==> src/rtl/command_timeout_supervisor_top_macros.svh <==
// Assertion macros for the command timeout supervisor.
`ifndef COMMAND_TIMEOUT_SUPERVISOR_TOP_MACROS_SVH
`define COMMAND_TIMEOUT_SUPERVISOR_TOP_MACROS_SVH

// Same-cycle implication, checked outside reset.
`define CTS_ASSERT_SAME(lbl, ante, cons) \
    lbl: assert property (@(posedge aclk) disable iff (!aresetn) (ante) |-> (cons)) \
        else $error("supervisor check failed");

// Next-cycle implication, checked outside reset.
`define CTS_ASSERT_NEXT(lbl, ante, cons) \
    lbl: assert property (@(posedge aclk) disable iff (!aresetn) (ante) |=> (cons)) \
        else $error("supervisor check failed");

// Condition that must hold in the cycle after reset is applied.
`define CTS_ASSERT_RST(lbl, cons) \
    lbl: assert property (@(posedge aclk) (!aresetn) |=> (cons)) \
        else $error("supervisor reset check failed");

`endif

==> src/rtl/cts_pkg.sv <==
// Types and constants for the command timeout supervisor.
`default_nettype none

package cts_pkg;

    localparam int unsigned OP_W       = 2;
    localparam int unsigned TIME_W     = 32;
    localparam int unsigned ADC_W      = 12;
    localparam int unsigned SLOT_W     = 2;
    localparam int unsigned CUR_W      = 20;
    localparam int unsigned MODE_W     = 3;
    localparam int unsigned FEED_W     = 16;
    localparam int unsigned MASK_W     = 4;
    localparam int unsigned CFG_IDX_W  = 3;
    localparam int unsigned CFG_DATA_W = 32;
    localparam int unsigned S_TDATA_W  = 48;
    localparam int unsigned M_TDATA_W  = 32;

    // Reset values of the configuration registers.
    localparam logic [TIME_W-1:0] TIMEOUT_RST   = 32'd1000;
    localparam logic [CUR_W-1:0]  BRAKE_CUR_RST = 20'd0;
    localparam logic [ADC_W-1:0]  ADC_THR_RST   = 12'd2048;  // 1.65 V at 3.3 V full scale
    localparam logic [FEED_W-1:0] MIN_FEEDS_RST = 16'd1;
    localparam logic [MASK_W-1:0] MON_MASK_RST  = 4'd1;

    typedef enum logic [OP_W-1:0] {
        OP_TICK    = 2'd0,
        OP_REFRESH = 2'd1,
        OP_FEED    = 2'd2
    } op_t;

    typedef enum logic [MODE_W-1:0] {
        KILL_OFF      = 3'd0,
        KILL_PIN_LOW  = 3'd1,
        KILL_PIN_HIGH = 3'd2,
        KILL_ADC_LOW  = 3'd3,
        KILL_ADC_HIGH = 3'd4
    } kill_mode_t;

    typedef enum logic [CFG_IDX_W-1:0] {
        CFG_TIMEOUT   = 3'd0,
        CFG_BRAKE_CUR = 3'd1,
        CFG_KILL_MODE = 3'd2,
        CFG_ADC_THR   = 3'd3,
        CFG_MIN_FEEDS = 3'd4,
        CFG_MON_MASK  = 3'd5
    } cfg_idx_t;

    // Result word, brake_apply in bit 0.
    typedef struct packed {
        logic [CUR_W-1:0] brake_current_out;
        logic             watchdog_feed;
        logic             kill_active;
        logic             timed_out;
        logic             ignore_input;
        logic             release_override;
        logic             brake_apply;
    } result_t;

    localparam int unsigned RESULT_W = $bits(result_t);

endpackage : cts_pkg

`default_nettype wire

==> src/rtl/command_timeout_supervisor_top.sv <==
// Command timeout supervisor with kill switch and thread liveness watchdog.
// A word's result is registered in res_reg and shows at m_tdata in the cycle after the word is accepted.
// Throughput: one word per cycle; a word is taken whenever the output register
// is empty or being drained in the same cycle.
// Reset: synchronous active-low aresetn clears flags, feed counters, command time
// and the output valid, and loads the configuration registers with their defaults.
`default_nettype none

module command_timeout_supervisor_top #(
    parameter int unsigned NUM_THREADS = 4    // feed counter slots, 1 to 4
) (
    input  wire logic                               aclk,
    input  wire logic                               aresetn,

    // Input stream.
    input  wire logic                               s_tvalid,
    output logic                                    s_tready,
    // s_tdata: now_ms[31:0], pin_level[32], adc_sample[44:33],
    //          thread_index[46:45], zero pad[47]
    input  wire logic [cts_pkg::S_TDATA_W-1:0]      s_tdata,
    // s_tuser: operation[1:0]
    input  wire logic [cts_pkg::OP_W-1:0]           s_tuser,

    // Result stream.
    output logic                                    m_tvalid,
    input  wire logic                               m_tready,
    // m_tdata: brake_apply[0], release_override[1], ignore_input[2],
    //          timed_out[3], kill_active[4], watchdog_feed[5],
    //          brake_current_out[25:6], zero pad[31:26]
    output logic [cts_pkg::M_TDATA_W-1:0]           m_tdata,

    // Configuration write channel.
    input  wire logic                               cfg_valid,
    output logic                                    cfg_ready,
    input  wire logic [cts_pkg::CFG_IDX_W-1:0]      cfg_index,
    input  wire logic [cts_pkg::CFG_DATA_W-1:0]     cfg_data
);

    // ---------------------------------------------------------------
    // Configuration registers. Writes are always taken.
    // ---------------------------------------------------------------
    logic [cts_pkg::TIME_W-1:0]   timeout_reg;
    logic [cts_pkg::CUR_W-1:0]    brake_cur_reg;
    logic [cts_pkg::MODE_W-1:0]   kill_mode_reg;
    logic [cts_pkg::ADC_W-1:0]    adc_thr_reg;
    logic [cts_pkg::FEED_W-1:0]   min_feeds_reg;
    logic [cts_pkg::MASK_W-1:0]   mon_mask_reg;

    assign cfg_ready = 1'b1;

    always_ff @(posedge aclk) begin
        if (!aresetn) begin
            timeout_reg   <= cts_pkg::TIMEOUT_RST;
            brake_cur_reg <= cts_pkg::BRAKE_CUR_RST;
            kill_mode_reg <= cts_pkg::KILL_OFF;
            adc_thr_reg   <= cts_pkg::ADC_THR_RST;
            min_feeds_reg <= cts_pkg::MIN_FEEDS_RST;
            mon_mask_reg  <= cts_pkg::MON_MASK_RST;
        end else if (cfg_valid && cfg_ready) begin
            case (cts_pkg::cfg_idx_t'(cfg_index))
                cts_pkg::CFG_TIMEOUT:   timeout_reg   <= cfg_data;
                cts_pkg::CFG_BRAKE_CUR: brake_cur_reg <= cfg_data[cts_pkg::CUR_W-1:0];
                cts_pkg::CFG_KILL_MODE: kill_mode_reg <= cfg_data[cts_pkg::MODE_W-1:0];
                cts_pkg::CFG_ADC_THR:   adc_thr_reg   <= cfg_data[cts_pkg::ADC_W-1:0];
                cts_pkg::CFG_MIN_FEEDS: min_feeds_reg <= cfg_data[cts_pkg::FEED_W-1:0];
                cts_pkg::CFG_MON_MASK:  mon_mask_reg  <= cfg_data[cts_pkg::MASK_W-1:0];
                default: ;  // unmapped index, write dropped
            endcase
        end
    end

    // ---------------------------------------------------------------
    // Input word unpacking and handshake.
    // ---------------------------------------------------------------
    logic                           in_acc;
    logic [cts_pkg::TIME_W-1:0]     now_ms;
    logic                           pin_level;
    logic [cts_pkg::ADC_W-1:0]      adc_sample;
    logic [cts_pkg::SLOT_W-1:0]     thread_index;
    cts_pkg::op_t                   op;

    assign now_ms       = s_tdata[31:0];
    assign pin_level    = s_tdata[32];
    assign adc_sample   = s_tdata[44:33];
    assign thread_index = s_tdata[46:45];
    assign op           = cts_pkg::op_t'(s_tuser);

    logic                           m_valid_reg;
    cts_pkg::result_t               res_reg;
    cts_pkg::result_t               res_next;

    // Output register frees up when empty or drained this cycle.
    assign s_tready = !m_valid_reg || m_tready;
    assign in_acc   = s_tvalid && s_tready;

    // ---------------------------------------------------------------
    // Supervisor state.
    // ---------------------------------------------------------------
    logic [cts_pkg::TIME_W-1:0]     last_cmd_reg;
    logic                           timeout_flag_reg;
    logic                           kill_flag_reg;
    logic [cts_pkg::FEED_W-1:0]     feed_cnt_reg [NUM_THREADS];

    logic                           is_tick;
    logic                           kill;
    logic [cts_pkg::TIME_W-1:0]     elapsed;
    logic                           expired;
    logic                           brake;
    logic                           timeout_flag_next;
    logic [cts_pkg::MASK_W-1:0]     slot_alive;

    assign is_tick = (op == cts_pkg::OP_TICK);

    // Kill switch source; undefined mode codes act as disabled.
    always_comb begin
        case (cts_pkg::kill_mode_t'(kill_mode_reg))
            cts_pkg::KILL_PIN_LOW:  kill = !pin_level;
            cts_pkg::KILL_PIN_HIGH: kill = pin_level;
            cts_pkg::KILL_ADC_LOW:  kill = adc_sample < adc_thr_reg;
            cts_pkg::KILL_ADC_HIGH: kill = adc_sample > adc_thr_reg;
            default:                kill = 1'b0;
        endcase
    end

    // Wrapping elapsed time since the last command; zero timeout disables.
    assign elapsed = now_ms - last_cmd_reg;
    assign expired = (timeout_reg != '0) && (elapsed > timeout_reg);
    assign brake   = kill || expired;

    // Kill holds the timeout flag, a bare timeout sets it, neither clears it.
    always_comb begin
        if (kill) begin
            timeout_flag_next = timeout_flag_reg;
        end else begin
            timeout_flag_next = expired;
        end
    end

    // Liveness per monitored slot. The mask only spans four slots.
    for (genvar i = 0; i < cts_pkg::MASK_W; i++) begin : g_alive
        if (i < NUM_THREADS) begin : g_chk
            assign slot_alive[i] = !mon_mask_reg[i] || (feed_cnt_reg[i] >= min_feeds_reg);
        end else begin : g_none
            assign slot_alive[i] = 1'b1;
        end
    end

    always_ff @(posedge aclk) begin
        if (!aresetn) begin
            last_cmd_reg     <= '0;
            timeout_flag_reg <= 1'b0;
            kill_flag_reg    <= 1'b0;
        end else if (in_acc) begin
            if (is_tick) begin
                timeout_flag_reg <= timeout_flag_next;
                kill_flag_reg    <= kill;
            end
            if (op == cts_pkg::OP_REFRESH) begin
                last_cmd_reg <= now_ms;
            end
        end
    end

    // Feed counters: saturating, cleared by every tick.
    always_ff @(posedge aclk) begin
        if (!aresetn) begin
            for (int i = 0; i < NUM_THREADS; i++) begin
                feed_cnt_reg[i] <= '0;
            end
        end else if (in_acc) begin
            for (int i = 0; i < NUM_THREADS; i++) begin
                if (is_tick) begin
                    feed_cnt_reg[i] <= '0;
                end else if (op == cts_pkg::OP_FEED && 32'(thread_index) == i
                             && feed_cnt_reg[i] != '1) begin
                    feed_cnt_reg[i] <= feed_cnt_reg[i] + 1'b1;
                end
            end
        end
    end

    // ---------------------------------------------------------------
    // Result word.
    // ---------------------------------------------------------------
    always_comb begin
        res_next                   = '0;
        res_next.timed_out         = timeout_flag_reg;
        res_next.kill_active       = kill_flag_reg;
        if (is_tick) begin
            res_next.brake_apply       = brake;
            res_next.release_override  = brake && !timeout_flag_reg && !kill_flag_reg;
            res_next.ignore_input      = kill;
            res_next.timed_out         = timeout_flag_next;
            res_next.kill_active       = kill;
            res_next.watchdog_feed     = &slot_alive;
            res_next.brake_current_out = brake ? brake_cur_reg : '0;
        end
    end

    always_ff @(posedge aclk) begin
        if (!aresetn) begin
            m_valid_reg <= 1'b0;
        end else if (in_acc) begin
            m_valid_reg <= 1'b1;
        end else if (m_tready) begin
            m_valid_reg <= 1'b0;
        end
    end

    always_ff @(posedge aclk) begin
        if (in_acc) begin
            res_reg <= res_next;
        end
    end

    assign m_tvalid = m_valid_reg;
    assign m_tdata  = {(cts_pkg::M_TDATA_W - cts_pkg::RESULT_W)'(0), res_reg};

    // ---------------------------------------------------------------
    // Assertions.
    // ---------------------------------------------------------------
    logic kill_braked;
    logic out_quiet;
    logic flags_match;

    assign kill_braked = res_reg.kill_active && res_reg.brake_apply;
    assign out_quiet   = !res_reg.brake_apply && !res_reg.watchdog_feed
                         && (res_reg.brake_current_out == '0);
    assign flags_match = (res_reg.kill_active == kill_flag_reg)
                         && (res_reg.timed_out == timeout_flag_reg);

`include "command_timeout_supervisor_top_macros.svh"

    `CTS_ASSERT_SAME(a_release_needs_brake, m_valid_reg && res_reg.release_override, res_reg.brake_apply)
    `CTS_ASSERT_SAME(a_ignore_needs_kill, m_valid_reg && res_reg.ignore_input, kill_braked)
    `CTS_ASSERT_NEXT(a_nontick_quiet, in_acc && !is_tick, out_quiet)
    `CTS_ASSERT_NEXT(a_flags_follow, in_acc && is_tick, flags_match)
    `CTS_ASSERT_RST(a_reset_empty, !m_tvalid)

endmodule : command_timeout_supervisor_top

`default_nettype wire

==> config.mk <==
export PLATFORM = sky130hd
export DESIGN_NAME = command_timeout_supervisor_top
export DESIGN_NICKNAME = d
export VERILOG_FILES = /design/src/rtl/cts_pkg.sv /design/src/rtl/command_timeout_supervisor_top.sv
export VERILOG_INCLUDE_DIRS = /design/src /design/src/rtl
export SDC_FILE = /design/constraint.sdc
export NUM_CORES = 1
export LEC_CHECK = 0
export BUFFER_PORTS_ARGS = -buffer_cell sky130_fd_sc_hd__buf_4
export CAP_MARGIN = 25
export CORE_ASPECT_RATIO = 0.6
export CORE_MARGIN = 4
export CORE_UTILIZATION = 40
export DETAILED_ROUTE_END_ITERATION = 6
export HOLD_SLACK_MARGIN = 0.15
export PLACE_DENSITY_LB_ADDON = 0.05
export REMOVE_ABC_BUFFERS = 1
export SETUP_SLACK_MARGIN = 0.5
export SLEW_MARGIN = 20
export SYNTH_ARGS = -nofsm -noshare
export SYNTH_HDL_FRONTEND = slang
export SYNTH_SLANG_ARGS = --single-unit
==> constraint.sdc <==
create_clock -name aclk -period 8.1 [get_ports aclk]
set_clock_uncertainty 0.2 [all_clocks]
set_input_delay 0.81 -clock aclk [delete_from_list [all_inputs] [get_ports aclk]]
set_output_delay 0.81 -clock aclk [all_outputs]
set_load 0.02 [all_outputs]
# After elaboration in Yosys (flattened, before gate mapping)

Memory sizes are Yosys's and may differ from the RTL's.
Cells that the tools add are included.

Memories kept: 1
Logic and storage cells: 135
Bits in latches: 0
Bits in registers: 148
Memory bits (writable): 64
Output and inout bits: 35
Bits in read-only memories: 0
Input bits: 90

Magnitude comparators: 7
Multipliers: 0
Reduce and logical (&&, ||, !) cells: 41
Div/mod/pow operators: 0
Shift operators: 0
Equal/unequal tests: 18
Muxes and demuxes: 38
$add $sub $neg: 5
Bitwise gates (word level): 8

Memories:

| memory       | depth | bits a word | read ports | clocked after memory_dff | wr ports | RTL line                              | text |
|---|---|---|---|---|---|---|---|
| feed_cnt_reg | 4     | 16          | 4          | 0                        | 4        | command_timeout_supervisor_top.sv:102 | `logic [cts_pkg::FEED_W-1:0] feed_cnt_reg [NUM_THREADS];` |

Operators by type and width:

| cell                                                            | count |
|---|---|
| 16-bit 2-to-1 mux                                               | 8 |
| 16-bit by 1-bit adder with 16-bit output, second input constant | 4 |
| 16-bit >= comparator                                            | 4 |
| 16-bit inequality test, second input constant                   | 4 |
| 32-bit > comparator                                             | 1 |
| 32-bit nonzero test                                             | 1 |
| 32-bit subtractor                                               | 1 |
| 1-bit 2-to-1 mux                                                | 28 |
| 2-bit AND reduction                                             | 9 |
| 3-bit by 2-bit == test with 1-bit output, second input constant | 4 |
| 12-bit > comparator                                             | 1 |
| 1-bit logical AND                                               | 12 |
| 12-bit less-than comparator                                     | 1 |
| 3-bit == test, second input constant                            | 3 |
| 1-bit zero test                                                 | 8 |
| 1-bit OR                                                        | 8 |
| 2-bit == test, second input constant                            | 3 |
| 3-bit by 1-bit == test with 1-bit output, second input constant | 2 |
| 1-bit logical OR                                                | 6 |
| 5-bit 2-to-1 mux                                                | 1 |
| 2-bit by 1-bit == test with 1-bit output, second input constant | 2 |
| 2-bit zero test                                                 | 2 |
| 1-bit case mux with 4 select lines                              | 1 |
| 4-bit AND reduction                                             | 1 |
| 2 further kinds                                                 | 2 |

# Logic depth before layout (Yosys ltp)

Gate-level depths: netlist of the first run.

Depth after elaboration: 9
Mapped depth: 22
Depth with buffers taken out: 21

# Least setup slack after synthesis of the first run

No wires, ideal clock.

Kind: input to register
Start point: input s_tdata[0] (netlist name)
End point: register res_reg (netlist bit m_tdata[1]), data pin
Slack: 3.127 ns
Arrival time: 4.566 ns
Buffers on the path: 0
Data required time: 7.693 ns
Stages on the path: 20
Cells stage by stage: inv_1 ha_1 inv_1 fa_1 a211oi_2 o21bai_1 or2_1 and3_4 o41ai_4 o21ai_2 o41ai_2 xnor2_1 ha_1 nand4_1 nor2_1 nand4_1 nor4_1 a21oi_1 a211o_1 a2111oi_0

Cells in the longest elaborated chain, start to end: 6

Ends and longest elaborated chain:

| item                            | RTL line                              | text |
|---|---|---|
| from (decl)                     | command_timeout_supervisor_top.sv:20  | `input wire logic [cts_pkg::S_TDATA_W-1:0] s_tdata,` |
| 32-bit subtractor               | command_timeout_supervisor_top.sv:126 | `assign elapsed = now_ms - last_cmd_reg;` |
| 32-bit > comparator             | command_timeout_supervisor_top.sv:127 | `assign expired = (timeout_reg != '0) && (elapsed > timeout_reg);` |
| 1-bit logical AND               | command_timeout_supervisor_top.sv:127 |  |
| 1-bit logical OR                | command_timeout_supervisor_top.sv:128 | `assign brake = kill \|\| expired;` |
| 1-bit logical AND (2 in series) | command_timeout_supervisor_top.sv:191 | `res_next.release_override = brake && !timeout_flag_reg && !kill_flag_reg;` |
| to (signal assigned)            | command_timeout_supervisor_top.sv:212 | `res_reg <= res_next;` |
| to (decl)                       | command_timeout_supervisor_top.sv:89  | `cts_pkg::result_t res_reg;` |

No other way between the ends.
A chain may end at the register's enable or synchronous reset.

==> results of run 1 <==
## layout make-up
cell class,instances,area (sq um),area share [%]
Inverter,136,512,3.43
Clock buffer,28,647,4.33
Clock inverter,14,105,0.704
Multi-Input combinational cell,1109,7090,47.5
Timing Repair Buffer,122,916,6.13
Tap cell,416,520,3.48
Sequential cell,212,5140,34.4
## final timing paths
kind	start	end	slack, ns	cells past startpoint
worst max-delay path	s_tdata[17]	m_tdata[3]	2.25	18
worst min-delay path	brake_cur_reg[10]	brake_cur_reg[10]	0.25	2
worst max register to register	last_cmd_reg[17]	m_tdata[3]	2.28	18
worst min register to register	brake_cur_reg[10]	brake_cur_reg[10]	0.25	2
## synthesized netlist by cell type (8+ instances only)
library cell and number:
sky130_fd_sc_hd__and3_1 26, sky130_fd_sc_hd__inv_1 135, sky130_fd_sc_hd__o21a_1 15, sky130_fd_sc_hd__o211ai_1 15
sky130_fd_sc_hd__mux2i_1 8, sky130_fd_sc_hd__a211oi_1 29, sky130_fd_sc_hd__nand2_1 263, sky130_fd_sc_hd__clkbuf_1 42
sky130_fd_sc_hd__ha_1 143, sky130_fd_sc_hd__nor4_1 10, sky130_fd_sc_hd__nand2b_1 10, sky130_fd_sc_hd__nor3_1 13
sky130_fd_sc_hd__dfxtp_1 122, sky130_fd_sc_hd__edfxtp_1 90, sky130_fd_sc_hd__a21o_1 35, sky130_fd_sc_hd__nand3_1 47
sky130_fd_sc_hd__o21ai_0 30, sky130_fd_sc_hd__nand4_1 19, sky130_fd_sc_hd__a21oi_1 152, sky130_fd_sc_hd__xor2_1 39
sky130_fd_sc_hd__nor2b_1 10, sky130_fd_sc_hd__nor2_1 121, sky130_fd_sc_hd__xnor2_1 46
## where the power goes
group | leakage [nW] | total, mW | switching (mW) | internal, mW
logic | 3.46 | 0.447 | 0.260 | 0.186
registers | 1.92 | 1.19 | 0.0359 | 1.15
clock network | 0.371 | 1.07 | 0.469 | 0.603
total | 5.75 | 2.71 | 0.765 | 1.94
## placed cells by master (no fill, tap or decap), drive strengths merged, types with 7 or more instances in the layout
cell type	count
nand2	263
a21oi	152
ha	143
inv	136
dfxtp	122
buf	122
nor2	121
edfxtp	90
nand3	47
xnor2	46
xor2	39
a21o	36
o21ai	34
a211oi	30
clkbuf	28
and3	27
nand4	19
o21a	15
o211ai	15
nor3	13
clkinv	11
nand2b	10
nor2b	10
nor4	10
mux2i	8
conb	7
## kinds of logic (layout without fill, tap and decap cells)
kind of cell	after synthesis	count (layout)
AOI/OAI and AO/OA	323	323
xor gates and xnor gates	85	85
adders and majority gates	144	144
buffers and inverters	192	300
DFF	212	212
muxes	8	8
other	2	7
and+or+nand+nor	542	542
## metrics by stage
stage               hold slack [ns]  total power [mW]
floorplan                     0.236              1.49
global placement              0.242              1.65
detailed placement            0.247              1.66
CTS                           0.255              2.74
global route                  0.272              2.84
finish                        0.254              2.71
## per-layer routing
| layer | part of all wire (%) | wire, um | up-vias | global-route usage [%] |
|---|---|---|---|---|
| met5 | 0 | 0 | - | 0 |
| met1 | 55 | 19800 | 4970 | 33.6 |
| met2 | 37 | 13300 | 251 | 26.3 |
| met3 | 6.2 | 2230 | 37 | 3.88 |
| li1 | - | - | 5403 | - |
| met4 | 2.0 | 740 | 0 | 3.98 |
## critical path: cells and delay by family
| family | cells | cell delay, ns |
|---|---|---|
| simple gates | 8 | 2.06 |
| compound gates | 5 | 1.82 |
| fa+ha+maj | 2 | 0.72 |
| mux | 1 | 0.22 |
| xor+xnor | 1 | 0.11 |
| buf+inv | 1 | 0.11 |
==> results summary, run 1 <==
The flow ran to the end, and the final reports show no timing, DRC or antenna violations. Using the TritonRoute via totals, the vias-per-cell ratio works out to 5.23. The synthesized netlist devotes 15.8% of its cell area to compound gates.

The async set-or-reset flop fraction in the synthesized netlist came out at 0%. The tightest slew margin relative to the limit is around a third. The adder and majority cell fraction of the synthesized area came out at between 10% and 20%. The required time of the critical path is 8.13 ns. TritonCTS built the clock tree.

The most area-hungry cell type in the Yosys netlist is sky130_fd_sc_hd__edfxtp_1. CTS saw 212 sinks. The hold violation count in the final report is 0.

The via count of the first global-routing pass came out at 9,923. After clock tree synthesis, the clock-pin slew on the worst setup and hold paths is 0.06 ns. The height of the chip is 147 um. The portion of synthesized cell area occupied by the leading cell type is roughly a fifth. Buffers added to address setup during post-CTS repair amount to 0. The number of detailed-route iterations in the first pass is 5. The number of violations reported at the end of detailed-routing iteration 0 is 808. The fraction of the core area covered by cells at the end of the flow is between 40 and 50%. The maximum level of the CTS H-tree is 1.

The setup slack after layout is 2.25 ns. The post-CTS resize count came out at 0. The critical path goes through buf_4 > ha_1 > nand3_1 > nor2_1 > and3_1 > o211ai_1 > a41oi_1 > o21ai_0 > a21oi_1 > xnor2_1 > ha_1 > nand4_1 > nor2_1 > nand4_1 > nor4_1 > nor3b_1 > a211o_1 > mux2i_1. The fraction of the mapped netlist area in simple logic gates is between 10% and 20%. The DRC violations left is 0. The largest net degree at the start of global routing came out at 76. Timing would allow up to between 150 and 200 MHz. The overall fraction of global-route tracks in use came out at approximately a fifth. The total wire length after detailed routing came out at 36.1 mm.

The XOR/XNOR share of the synthesized area is 5.74%. The number of nets still failing antenna checks after routing is 0. The standard cell area after detailed placement is ~14,000 sq um. The global placer's final weighted congestion is 0.888. The share of the Yosys chip area taken by registers is 39.7%. In this run the tool buffered the top-level ports with 116 buffer cells. The actual slew at the worst max-slew pin is approximately 1.0 ns. The period utilization is 72.2%. The vias after detailed routing is ~11,000. The number of synthesized flops with an enable pin came out at 90. The number of register bits inferred by synthesis came out at 212. The number of nets in the finished design is 1,838. The path class of the tightest hold or removal check is reg2reg. The hold buffer count at cts came out at 0.

The worst setup path is launched from an input port. The maximum buffer depth of the clock tree came out at 3. The starting utilization of the core area came out at roughly 40%.

The count of final max-slew check failures came to 0. The worst voltage drop across the vdd grid came out at 0.130 mV. The number of maximum-capacitance violations came out at 0. Summing every instance area after synthesis gives 13,000 sq um. By area, the combinational part of the netlist is dominated by simple AND/OR/NAND/NOR gates.

Clock tree synthesis inserted a total of 23 buffers. By area the synthesized netlist is led by sky130_fd_sc_hd__edfxtp_1 (21%), sky130_fd_sc_hd__dfxtp_1 (19%), sky130_fd_sc_hd__ha_1 (14%). The number of antenna violations at the first check in global routing came out at 0. In this run the standard cell core region covers 31,600 sq um. The worst slack at placement is approximately 1.8 ns. The multiplexer fraction of the synthesized cell area came out at 0.617%. The layout overhead on the synthesized area came out at 15.2%. The number of standard-cell rows in the floorplan is 50. Setup violations remaining at the end of the flow were counted as 0. Setup repair after global routing left no endpoint under its margin. The HPWL reported at the end of detailed placement is approximately 27 mm. The post-layout instance area is 14,900 sq um. Along the worst path, the maximum fanout reaches 24. The largest incremental delay on the critical path came out at 0.68 ns.

The share of final-layout standard cells stronger than drive strength 1 came out at 10.7%. The number of warnings printed during yosys synthesis came out at 0. Including well taps, the total number of placed cells is 1,995. The number of flip-flops in the largest register came out at 64. The post-detailed-route wirelength per cell is 17.7 um.

The top flip-flop cell by instance count after synthesis is sky130_fd_sc_hd__dfxtp_1. The first global-routing pass estimated 57.0 mm of wire. The horizontal die dimension came out at 240 um. STA classifies the critical path endpoint as a register. The count of fill cells added during filler insertion came out at 3,082.

The total grt overflow came out at 0. The endpoint arrival time on the critical path came out at 5.87 ns. The count of inserted antenna diode cells came out at 0.

Clock latency on the worst-skew pair, taken at its later pin, is about 0.53 ns. Summed over all failing endpoints, the final setup total negative slack is 0 ns. In this run the mean area of a mapped cell was 8.60 sq um. The critical path is of the in2reg type. The die covers 35,500 sq um. The post-route non-filler standard cell count is 2,037. The number of top-level pins came out at approximately 130.

The total power per unit cell area came out at 181 nW/um^2. The static leakage power came out at around 5.8 nW. The distinct cell type count after synthesis came out at 63. CTS placed an instance of sky130_fd_sc_hd__clkbuf_16 at the clock tree root.

The number of standard cells after synthesis is 1,508. The routed design could run at a clock period as short as ~6 ns. Among all stages on the critical path, the largest delay is contributed by sky130_fd_sc_hd__a211o_1.
No activity file was read; power rests on OpenSTA's default activity.
==> inputs of run 2 (changes only) <==
- clock period: 8.1 -> 4.95 ns (I/O delays scaled with it)
==> results summary, run 2 (synthesis results as in run 1) <==
The number of nets in the finished design is 1,965 (+6.9%). The category of the most critical setup path is reg2reg. The core area came to 31,600 sq um (unchanged). The static leakage power is 6.32 nW (+9.8%).

The switching share of power came out at 27.8% (-0.45 points). The tightest slew margin relative to the limit is 42.0% (+9.2 points). The height of the chip came out at 147 um (unchanged). The number of setup violations in the final report came out at 0 (unchanged). In this run the worst hold path is classified as in2reg.

The overall fraction of global-route tracks in use came to 20.9% (+0.72 points). The number of flip-flops in the largest register was 64 (unchanged). The relative contribution of sequential cells to total power is 43.3% (-0.6 points). The number of detailed-route iterations in the first pass came out at 6 (+1). The flop-to-flop setup slack came to 0.13 ns (-2.15 ns). The layout overhead on the synthesized area came out at 24.6%. The share of final-layout standard cells stronger than drive strength 1 is 13.8% (+3.1 points). The largest net degree at the start of global routing came out at 48 (-37%).

Setup repair after global routing could not meet its margin everywhere. The endpoint arrival time on the critical path came out at 4.95 ns (-0.92 ns). The global-route wire length before repair came to 59.1 mm (+3.6%). The largest incremental delay on the critical path is 0.59 ns (-0.09 ns).

The library cells used most frequently in the layout, excluding fill and tap cells, are sky130_fd_sc_hd__nand2_1 (263), sky130_fd_sc_hd__buf_4 (175), sky130_fd_sc_hd__a21oi_1 (152). The required time of the critical path came out at 5.09 ns (-3.04 ns). The worst setup path is captured at a register. The average via count per standard cell is 5.15 (-1.6%).

Among all stages on the critical path, the largest delay is contributed by sky130_fd_sc_hd__a2111oi_1. The latest clock arrival within the worst-skew pair is 0.53 ns (about the same). The combinational fraction of design power came out at 19.1% (+2.6 points). Leaving out fill and tap cells, the most frequent cell in the layout is sky130_fd_sc_hd__nand2_1.

The number of sinks handled by clock tree synthesis is 212 (unchanged). The number of antenna violations at the first check in global routing came out at 0 (unchanged). The fraction of the core area covered by cells at the end of the flow came out at 51.1% (+3.9 points).

The count of final max-slew check failures is 0 (unchanged). The global placer's final weighted congestion is 0.831 (-6.4%). The count of buffers from port buffering came out at 116 (unchanged). TritonCTS built the clock tree. The total grt overflow is 0 (unchanged). The hold violation count in the final report is 0 (unchanged). The maximum buffer depth of the clock tree came out at 3 (unchanged). The final total power came out at 4.50 mW (+66%). The count of buffering cells on the critical path with inverters included was 3 (+2). The total power per unit cell area is 279 nW/um^2 (+54%). The clock buffer count from CTS is 23 (unchanged). Traced cell by cell, the critical path runs through inv_1 > ha_1 > a21oi_1 > o21ai_0 > a2111oi_1 > buf_4 > o21a_1 > a41oi_4 > o21ai_1 > a21oi_1 > xnor2_1 > ha_1 > nand4_1 > nor2_2 > nand4_1 > nor4_2 > a21oi_1 > a211o_2 > buf_4 > a2111oi_4. The cell class contributing the biggest share of worst-path delay is compound AO/OA/AOI/OAI gates. The clock period minus final worst setup slack is 4.82 ns.

The worst slack at placement came out at -0.569 ns (-2.32 ns). The number of nets still failing antenna checks after routing came out at 0 (unchanged). The DRC violations left is 0 (unchanged).

The vias after detailed routing was 11,100 (+4.5%). The net switching power is 1.25 mW (+64%). The via count of the first global-routing pass came to 10,600 (+6.3%). In this design, the critical path's most frequently occurring cell is sky130_fd_sc_hd__a21oi_1. The die area came out at 35,500 sq um (unchanged). The maximum level of the CTS H-tree is 1 (unchanged). The power share of the clock group came to 37.6% (-2.0 points). The worst hold-check slack is 0.190 ns (-0.0637 ns). The number of maximum-capacitance violations was 0 (unchanged).

The peak fanout along the critical path is 4 (-83%). The number of top-level pins came to 125 (unchanged). The starting utilization of the core area was 41.1% (unchanged). The HPWL reported at the end of detailed placement is 28.0 mm (+3.1%). The horizontal die dimension came out at 240 um (unchanged). The number of standard-cell rows in the floorplan is 50 (unchanged). The count of inserted antenna diode cells came to 0 (unchanged). The clock-pin slew on the worst setup and hold paths is 0.06 ns (about the same). The period utilization is 97.3%. The count of fill cells added during filler insertion is 3,040 (-1.4%). The total wire length after detailed routing is 37.7 mm (+4.5%). For this run, the top clock speed supported by timing is 208 MHz. The tree is rooted in a sky130_fd_sc_hd__clkbuf_16.

The startpoint class of the critical path is a register. The number of violations reported at the end of detailed-routing iteration 0 came out at 809 (+0.12%). The setup slack after layout came to 0.133 ns (-2.12 ns). The run finished with clean final reports. The worst voltage drop across the vdd grid is 0.199 mV (+53%). The post-detailed-route wirelength per cell is 17.4 um (-1.7%). The actual slew at the worst max-slew pin is 0.867 ns (-0.138 ns). The internal power came to 3.25 mW (+67%).
run 2: cell count changes in the layout (fill, tap and decap cells not counted), moves of 3 or more:
cell and delta:
sky130_fd_sc_hd__dlygate4sd3_1 +69, sky130_fd_sc_hd__a211oi_2 +5, sky130_fd_sc_hd__buf_6 +3, sky130_fd_sc_hd__a211oi_1 -5, sky130_fd_sc_hd__buf_4 +53, sky130_fd_sc_hd__clkbuf_1 +7, sky130_fd_sc_hd__clkinv_2 -4
run 2: area by class of cell:
cell class	instances	area, sq um	share of cell area (%)
flip-flops and latches	212	5150	31.8
inverters	136	512	3.17
well taps	416	520	3.22
multi-input cells	1109	7190	44.5
clock buffers	36	656	4.06
repair buffers	249	2070	12.8
clock inverters	6	57.6	0.356
run 2: power by group through the flow:
stage	registers, mW	clock network [mW]	logic [mW]
3_5_place_dp	1.99	0	0.778
3_3_place_gp	1.99	0	0.768
6_report	1.95	1.69	0.862
2_1_floorplan	1.98	0	0.463
5_1_grt	1.96	1.80	0.959
4_1_cts	1.95	1.73	0.843
run 2: worst paths after layout:
| check | from | to | cells after the start |
|---|---|---|---|
| worst max-delay path | last_cmd_reg[14] | m_tdata[1] | 20 |
| worst min-delay path | cfg_index[0] | kill_mode_reg[0] | 4 |
| worst max register to register | last_cmd_reg[14] | m_tdata[1] | 20 |
| worst min register to register | brake_cur_reg[10] | brake_cur_reg[10] | 2 |
run 2: metrics by stage:
step,std cells,TNS (ns),area (sq um)
after floorplan,1457,0,12700
after global placement,2044,-6.90,14600
after detailed placement,2046,-12.41,14600
after CTS,2161,0,16100
after global routing,2164,-0.197,16200
final,2164,0,16200
run 2: repair_timing:
action / CTS / global route
setup buffers: 3 / 3
gates resized for setup: 19 / 8
cloned: 1 / 0
hold buffers: 69 / 0
endpoints found under the setup margin: 24 / 24
pin swaps: 6 / 1
hold endpoints to repair: 120 / 0
run 2: routing by layer:
layer,part of all wire [%],global-route usage [%]
met1,55,34.7
met2,37,27.9
met3,5.8,3.60
met4,1.8,3.78
met5,0,0
run 2: tightest hold or removal path, cell delays in order:
cell and delay, ns:
sky130_fd_sc_hd__buf_4 0.10, sky130_fd_sc_hd__nor2_1 0.09, sky130_fd_sc_hd__mux2i_1 0.12, sky130_fd_sc_hd__nor2_1 0.07
==> inputs of run 3 (changes only) <==
- CORE_MARGIN: 4 -> default
- clock period: 4.95 -> 3.9 ns (I/O delays scaled with it)
==> results summary, run 3 (synthesis results as in run 1) <==
The period utilization is 122% (+25 points). The total power per unit cell area is 354 nW/um^2 (+27%). The die area is 33,200 sq um (-6.5%).

In this run the worst hold path is classified as reg2reg. The timing-limited maximum frequency is 209 MHz (+0.83%). The actual slew at the worst max-slew pin came out at 0.845 ns (-0.0216 ns). The tightest slew margin relative to the limit was 43.5% (+1.4 points). The hold violation count in the final report is 0 (unchanged). The peak fanout along the critical path came out at 6 (+2). The flop-to-flop setup slack is -0.88 ns (-1.01 ns). The fraction of the core area covered by cells at the end of the flow is 52.5% (+1.4 points). The flow ran to the end, but the final reports show violations.

The number of nets still failing antenna checks after routing is 0 (unchanged). The number of maximum-capacitance violations came out at 0 (unchanged). The required time of the critical path is 4.06 ns (-1.03 ns). The total grt overflow came out at 0 (unchanged). The count of buffers from port buffering came out at 116 (unchanged).

The TritonCTS clock tree is done. The share of final-layout standard cells stronger than drive strength 1 came out at 16.3% (+2.4 points). The starting utilization of the core area came out at 41.1% (+0.081 points). The latest clock arrival within the worst-skew pair came out at 0.53 ns (about the same). The worst hold-check slack is 0.254 ns (+0.0639 ns). The height of the chip is 141 um (-4.1%). The number of standard-cell rows in the floorplan came out at 50 (unchanged). The maximum level of the CTS H-tree came out at 1 (unchanged). The overall fraction of global-route tracks in use came out at 23.1% (+2.2 points). The vias after detailed routing is 11,300 (+1.4%). The layout overhead on the synthesized area is 27.7%.

The number of sinks handled by clock tree synthesis is 212 (unchanged). The number of nets in the finished design came out at 2,007 (+2.1%). The number of violations reported at the end of detailed-routing iteration 0 came out at 791 (-2.2%). The number of top-level pins came out at 125 (unchanged). The global-route wire length before repair is 59.8 mm (+1.2%). Setup repair after global routing could not meet its margin everywhere.

The number of flip-flops in the largest register came out at 64 (unchanged). The worst setup path is captured at a register. The area taken by multi-input logic gates was 7220 sq um (+0.31%). The most common library cell in the layout ignoring fill and taps is sky130_fd_sc_hd__nand2_1.

The largest net degree at the start of global routing came out at 93 (+94%). The average via count per standard cell came out at 5.13 (-0.45%). The post-layout instance area came to 16,600 sq um (+2.5%). The clock-pin slew on the worst setup and hold paths is 0.07 ns (about the same). The number of antenna violations at the first check in global routing is 0 (unchanged). The total wire length after detailed routing is 37.8 mm (+0.31%). The post-detailed-route wirelength per cell came out at 17.2 um (-1.6%). The count of inserted antenna diode cells came out at 0 (unchanged). The number of detailed-route iterations in the first pass came out at 5 (-1). The number of setup violations in the final report is 24 (+24).

The static leakage power came out at 6.55 nW (+3.8%). The horizontal die dimension is 234 um (-2.5%). The library cells used most frequently in the layout, excluding fill and tap cells, are sky130_fd_sc_hd__nand2_1 (263), sky130_fd_sc_hd__buf_4 (213), sky130_fd_sc_hd__a21oi_1 (151).

The maximum buffer depth of the clock tree is 3 (unchanged). The count of fill cells added during filler insertion came out at 2,999 (-1.3%). The clock period minus final worst setup slack is 4.78 ns (-0.0398 ns). The sequential cell area was 5150 sq um (unchanged). The HPWL reported at the end of detailed placement is 28.0 mm (-0.14%).

The endpoint arrival time on the critical path came out at 4.94 ns (about the same). The checks that failed: negative setup slack. The via count of the first global-routing pass is 10,700 (+1.6%). The core area is 31,500 sq um (-0.20%). The count of final max-slew check failures is 0 (unchanged). The standard cell area after detailed placement is 14,900 sq um (+1.9%). The worst voltage drop across the vdd grid is 0.306 mV (+54%). The DRC violations left came out at 0 (unchanged). CTS placed an instance of sky130_fd_sc_hd__clkbuf_16 at the clock tree root.

The setup slack after layout was -0.877 ns (-1.01 ns). The global placer's final weighted congestion came out at 0.861 (+3.5%). The category of the most critical setup path is reg2reg. The startpoint class of the critical path is a register. The clock buffer count from CTS came out at 23 (unchanged).
## run 3: changes by cell type in the layout (fill, tap and decap cells not counted), sizes merged
cell	before	now
clkinv	5	8
buf	180	220
inv	136	135
dlygate4sd3	69	71
clkbuf	36	33
## run 3: repair_timing
action	4_1_cts	5_1_grt
resized for setup	28	8
endpoints found under the setup margin	24	24
pin swaps	10	1
hold endpoints to repair	124	0
hold buffers	71	0
cloned	2	0
setup buffers	1	4
## run 3: path summary, 6_finish.rpt
path                                         from           endpoint  depth (start not counted)
worst max-delay path              last_cmd_reg[0]        m_tdata[12]                         21
worst max register to register    last_cmd_reg[0]        m_tdata[12]                         21
worst min register to register  brake_cur_reg[14]  brake_cur_reg[14]                          2
worst min-delay path            brake_cur_reg[14]  brake_cur_reg[14]                          2
## run 3: power by group
group	internal, mW	total [mW]	switching (mW)
Sequential	2.40	2.47	0.0762
Clock	1.29	2.24	0.952
Combinational	0.549	1.15	0.603
## run 3: worst max-delay path: stages (launching register included)
cell                       delay, ns
sky130_fd_sc_hd__dfxtp_2        0.35
sky130_fd_sc_hd__ha_4           0.13
sky130_fd_sc_hd__inv_2          0.03
sky130_fd_sc_hd__fa_2           0.35
sky130_fd_sc_hd__a211oi_2       0.28
sky130_fd_sc_hd__o21bai_1       0.12
sky130_fd_sc_hd__or2_1          0.23
sky130_fd_sc_hd__and3_4         0.22
sky130_fd_sc_hd__o41ai_4        0.26
sky130_fd_sc_hd__o21ai_2        0.12
sky130_fd_sc_hd__o41ai_2        0.24
sky130_fd_sc_hd__xnor2_1        0.11
sky130_fd_sc_hd__ha_1           0.30
sky130_fd_sc_hd__nand4_1        0.17
sky130_fd_sc_hd__nor2_4         0.17
sky130_fd_sc_hd__nand4_1        0.14
sky130_fd_sc_hd__nor4_2         0.20
sky130_fd_sc_hd__a21oi_1        0.11
sky130_fd_sc_hd__a211o_2        0.44
sky130_fd_sc_hd__buf_6          0.17
sky130_fd_sc_hd__buf_6          0.11
sky130_fd_sc_hd__a211oi_2       0.16
## run 3: stage by stage
step	cells	power (mW)	setup TNS, ns	setup WS [ns]
2_1_floorplan	1457	3.10	-18.57	-0.865
3_3_place_gp	2084	3.53	-28.02	-1.19
5_1_grt	2205	6.15	-27.92	-1.21
6_report	2205	5.87	-19.47	-0.877
3_5_place_dp	2085	3.55	-32.43	-1.49
4_1_cts	2200	5.89	-18.60	-0.803
## run 3: routing by layer
metal	share of wire (%)	up-vias	track usage (%)	wire length (um)
li1	-	5745	-	-
met1	55	5290	37.2	20700
met2	38	238	31.4	14400
met3	6.2	32	4.92	2340
met4	1.2	0	3.40	458
met5	0	-	0	0
## run 3: area by class of cell
cell class / instances / share of cell area [%]
well taps: 416 / 3.14
clock inverters: 8 / 0.423
multi-input cells: 1109 / 43.6
repair buffers: 291 / 14.5
clock buffers: 33 / 4.14
inverters: 136 / 3.09
flip-flops and latches: 212 / 31.1
